--- config.mk ---
export PLATFORM = sky130hd
export DESIGN_NAME = gcs_div_cell
export DESIGN_NICKNAME = d
export VERILOG_FILES = /design/src/rtl/core/gcs_pkg.sv /design/src/rtl/core/gcs_div_cell.sv
export SDC_FILE = /design/constraint.sdc
export NUM_CORES = 1
export LEC_CHECK = 0
export ABC_AREA = 1
export BUFFER_PORTS_ARGS = -buffer_cell sky130_fd_sc_hd__buf_2
export CAP_MARGIN = 30
export CORE_AREA = 4 4 258 260
export CTS_CLUSTER_SIZE = 12
export DETAILED_ROUTE_END_ITERATION = 12
export DIE_AREA = 0 0 262 264
export SLEW_MARGIN = 5
export SYNTH_ARGS = -nofsm -noshare
export SYNTH_HDL_FRONTEND = slang
export SYNTH_SLANG_ARGS = --single-unit
export TNS_END_PERCENT = 100
--- constraint.sdc ---
create_clock -name clock -period 11.4 [get_ports clock]
set_input_delay 1.71 -clock clock [delete_from_list [all_inputs] [get_ports clock]]
set_output_delay 1.71 -clock clock [all_outputs]
set_load 0.01 [all_outputs]
--- src/rtl/core/gcs_pkg.sv ---
// Shared types and constants for the guide correction solver.
`timescale 1ns / 1ps
package gcs_pkg;

   localparam int FRAC_BITS = 16;
   localparam int DATA_W    = 32;
   localparam int NUM_REGS  = 6;
   localparam int IDX_W     = 3;
   localparam int DEN_W     = 64;
   localparam int REM_W     = 98;
   localparam int Q_W       = 34;
   localparam int NUM_CELLS = Q_W;

   localparam logic [IDX_W-1:0] REG_RA_GAIN_X  = 3'd0;
   localparam logic [IDX_W-1:0] REG_DEC_GAIN_X = 3'd1;
   localparam logic [IDX_W-1:0] REG_DRIFT_X    = 3'd2;
   localparam logic [IDX_W-1:0] REG_RA_GAIN_Y  = 3'd3;
   localparam logic [IDX_W-1:0] REG_DEC_GAIN_Y = 3'd4;
   localparam logic [IDX_W-1:0] REG_DRIFT_Y    = 3'd5;

   typedef struct packed {
      logic signed [DATA_W-1:0] ra_gain_x;
      logic signed [DATA_W-1:0] dec_gain_x;
      logic signed [DATA_W-1:0] drift_x;
      logic signed [DATA_W-1:0] ra_gain_y;
      logic signed [DATA_W-1:0] dec_gain_y;
      logic signed [DATA_W-1:0] drift_y;
   } calib_type;

   typedef struct packed {
      logic             nocal;
      logic             neg_ra;
      logic             neg_dec;
      logic [REM_W-1:0] rem_ra;
      logic [REM_W-1:0] rem_dec;
      logic [DEN_W-1:0] den;
      logic [Q_W-1:0]   q_ra;
      logic [Q_W-1:0]   q_dec;
   } div_slot_type;

endpackage

--- src/rtl/core/gcs_div_cell.sv ---
// One restoring-division cell: settles one quotient bit of both corrections.
`timescale 1ns / 1ps
module gcs_div_cell (
   input  logic                  clock,
   input  logic                  reset,
   input  logic                  up_valid,
   output logic                  up_ready,
   input  gcs_pkg::div_slot_type up_slot,
   output logic                  dn_valid,
   input  logic                  dn_ready,
   output gcs_pkg::div_slot_type dn_slot
);
   import gcs_pkg::*;

   logic         valid_ff;
   div_slot_type slot_ff, slot_in;
   logic [REM_W-1:0] dsh, sub_ra, sub_dec;
   logic             ge_ra, ge_dec;

   // divisor sits at the top quotient weight; the remainder walks left instead
   always_comb begin
      dsh     = REM_W'({up_slot.den, {(Q_W-1){1'b0}}});
      ge_ra   = up_slot.rem_ra  >= dsh;
      ge_dec  = up_slot.rem_dec >= dsh;
      sub_ra  = ge_ra  ? up_slot.rem_ra  - dsh : up_slot.rem_ra;
      sub_dec = ge_dec ? up_slot.rem_dec - dsh : up_slot.rem_dec;
      slot_in         = up_slot;
      slot_in.rem_ra  = sub_ra  << 1;
      slot_in.rem_dec = sub_dec << 1;
      slot_in.q_ra    = {up_slot.q_ra[Q_W-2:0], ge_ra};
      slot_in.q_dec   = {up_slot.q_dec[Q_W-2:0], ge_dec};
   end

   assign up_ready = !valid_ff || dn_ready;
   assign dn_valid = valid_ff;
   assign dn_slot  = slot_ff;

   always_ff @(posedge clock) begin
      if (reset) begin
         valid_ff <= 1'b0;
      end else if (up_ready) begin
         valid_ff <= up_valid;
      end
      if (up_ready) begin
         slot_ff <= slot_in;
      end
   end

endmodule

==> reports/qor.yml <==
status:
  status: "completed"
setup_path:
  timing.rr.end: "dn_slot[120]"
  rr_worst_depth: 3
  cpLargestDelayFamily: "simple AND/OR/NAND/NOR gates"
  arrival_ns: 5.15
  cpPeakStageDelay_ns: 0.43
  crit_start: "up_slot[81]"
  crit_path_top_delay_cell: "buf_4"
  worstSetupEndpoint: "dn_slot[197]"
  r2r-start: "dn_valid"
  crit_required_ns: 11.67
  end_kind: "flop"
  cp_cell_sequence: "buf_2 -> inv_1 -> ha_1 -> nand2_1 -> nor2_1 -> nand2_1 -> inv_2 -> nand3_1 -> nor2_1 -> nand2_1 -> nand2_2 -> nor2_2 -> nand2_4 -> buf_4 -> inv_2 -> buf_4 -> nand2_1 -> nand2_1"
  cp.depth: 18
  crit_buf_inv: 6
  worstPathMaxFanout: 62
  rrSetupSlack_ns: 8.43
  crit_path_frequent_cell: "nand2_1"
  start_kind: "input port"
  critPathKind: "input port to flop"
drt:
  drc: 0
  drt_iter0_markers: 2162
  final_antenna_net_count: 0
  via_count: 23690
  vias_per_cell: 4.658
  wirelength_um: 102300
  firstDrtPassIters: 6
  detail_route.wl_per_cell_um: 20.11
cells_and_area:
  areaGrowthSynthToFinish_pct: 23.01
  nNetsFinal: 4660
  final_layout_size_suffix_gt1_share_pct: 18.61
  fillCellCount: 6788
sta:
  setup_violations: 0
  whs_ns: 1.133
  drv_slew: 0
  fin_crit_ns: 4.878
  max_freq_ghz: 0.2050
  fin_setup_tns_ns: 0
  post-route-period-util_pct: 42.79
  maxSlewHeadroom_pct: 35.86
  worstMarginPinSlew_ns: 0.9620
  fin_skew_ns: 0.01640
  rsz0062_at_grt: "false"
  hold_viol: 0
power:
  p_leak_nw: 16.99
  seqPwrFrac_pct: 39.2
  power.density_nw_per_um2: 133.7
  combPwrFrac_pct: 28.8
  ir_drop_mv: 0.1118
  switching_share_pct: 33.59
  p_int_mw: 2.629
  pwr-share-clk_pct: 32.0
  p_switching_mw: 1.330
global_routing:
  grt_max_degree: 154
  track_usage_pct: 28.23
  antenna_found_initial: 26
  globalRouteOverflowTotal: 0
  grt_pass1_wl_um: 142300
  grt_pass1_vias: 21560
cts:
  clk_latency_ns: 0.56
  cts-root-buf: "clkbuf_16"
  post_cts_buffers: 0
  cts_buffer_depth: 3
  cts_sinks: 330
  htree_levels: 2
  clk_pin_slew_ns: 0.06
  holdBufCountCts: 0
  cts_tree: "built"
  postCtsResizedCells: 0
  cts_buffers: 40
synthesis:
  ys_warn_count: 0
  ys_ff_latch: 330
  synth_area_per_cell_um2: 6.853
  ys_seq_area_share_pct: 41.13
  synthCells: 3512
  ys_types: 33
  syn_area_um2: 24070
floorplan:
  num_rows: 93
  design.core.area_um2: 64120
  dieWidth_um: 262
  die_area_um2: 69170
  start_util_pct: 37.54
  ios: 668
  die_height_um: 264
place:
  port_buffers: 663
  dp_hpwl_um: 88750
  gp_congestion: 0.9626
run:
  maxCapViolCount: 0
min_path:
  hold_path.class: "flop to flop"
==> cells in the final DEF, fill, tap and decap left out, types with 3 or more instances in the layout <==
master      Yosys  routed
a21oi_1        83      83
clkinv_1        3       7
edfxtp_1      329     329
nand3_1       142     142
ha_1          128     128
diode_2         0       9
inv_1         729     729
nand2_4         1       3
clkinv_2        0       4
nand4_1        28      28
and2_1          3       3
clkbuf_1        0      10
nor2_1        246     246
nor4_1         13      13
buf_2          20     663
nand2_1      1607    1606
buf_4           2       6
clkbuf_16       0      40
nor3_1          9       9
o21ai_0         9       9
bufinv_16       0       4
xnor2_1         4       4
xor2_1         58      58
nor2_2         26      26
clkinvlp_4      0       4
inv_2          14      14
nand3b_1       22      22
nand2_2        15      14
==> routing by layer <==
metal	part of all wire, %	vias up	track usage (%)
li1	-	12070	-
met1	42	10490	37.67
met2	46	983	46.73
met3	8.5	142	5.541
met4	3.0	4	7.995
met5	0.022	-	0
==> cell families after synthesis <==
logic type,count (synthesis),synth area share (%)
buffers and inverters,776,12.59
AO/OA/AOI/OAI,96,2.038
XOR/XNOR,62,2.256
flip-flops,330,41.13
AND/OR/NAND/NOR,2117,35.14
adder cells (fa/ha/maj),130,6.821
other,1,0.01558
==> cells in the mapped netlist (all sizes together) <==
cell | count | area share (%)
o21ai | 9 | 0.19
or2 | 1 | 0.026
inv | 743 | 12
nor3 | 9 | 0.19
dfxtp | 1 | 0.083
nand2 | 1623 | 26
nor4 | 13 | 0.34
nand3b | 22 | 0.69
nand4 | 28 | 0.73
xor2 | 58 | 2.1
buf | 30 | 0.96
and2 | 3 | 0.078
a21o | 2 | 0.062
ha | 128 | 6.7
xnor2 | 4 | 0.15
nand3 | 144 | 3.0
a21oi | 83 | 1.7
fa | 2 | 0.17
edfxtp | 329 | 41
and3 | 2 | 0.052
nor2 | 272 | 4.5
clkinv | 3 | 0.047
conb | 1 | 0.016
o21bai | 2 | 0.062
==> worst reg2reg max path, stage by stage (launching register included) <==
cell	delay (ns)
dfxtp_1	0.33
nand2_4	0.58
buf_4	0.82
buf_4	0.80
==> worst min-delay path by stage <==
stage                        endpoint     start  cells past startpoint
final                     dn_slot[16]  dn_valid                      1
after global routing      dn_slot[16]  dn_valid                      1
after CTS                 dn_slot[16]  dn_valid                      1
after detailed placement  dn_slot[16]  dn_valid                      1
after global placement    dn_slot[16]  dn_valid                      1
after floorplan              dn_valid     reset                      1
==> metrics by stage <==
| stage | std cells | instance area, µm² | setup WS (ns) | util [%] | total power [mW] |
|---|---|---|---|---|---|
| 2_1_floorplan | 3513 | 24070 | 0.9579 | - | 2.241 |
| 3_3_place_gp | 5008 | 28310 | 6.000 | 44.15 | 2.705 |
| 3_5_place_dp | 5008 | 28310 | 6.000 | 44.15 | 2.711 |
| 4_1_cts | 5078 | 29580 | 6.586 | 46.14 | 3.993 |
| 5_1_grt | 5085 | 29600 | 6.249 | 46.17 | 4.170 |
| 6_report | 5087 | 29600 | 6.522 | 46.17 | 3.959 |
==> cell type report <==
| cell class | count | area [µm²] | share of cell area [%] |
|---|---|---|---|
| clock buffers | 52 | 1066 | 3.601 |
| repair buffers | 670 | 3383 | 11.43 |
| diodes | 9 | 22.52 | 0.07607 |
| inverters | 746 | 2800 | 9.459 |
| multi-input cells | 2407 | 11150 | 37.67 |
| flip-flops and latches | 330 | 9899 | 33.44 |
| well taps | 855 | 1070 | 3.614 |
| clock inverters | 18 | 210.2 | 0.7100 |
==> power by group through the flow <==
stage	Clock, mW	Sequential, mW	Combinational, mW
3_5_place_dp	0	1.57	1.14
2_1_floorplan	0	1.67	0.573
3_3_place_gp	0	1.57	1.13
5_1_grt	1.35	1.56	1.26
4_1_cts	1.30	1.55	1.14
6_report	1.27	1.55	1.14
==> sequential cells by signal, summed over array words and instances, names as in the netlist <==
register and flops:
dn_slot 329, dn_valid 1
No activity file was read; power rests on OpenSTA's default activity.
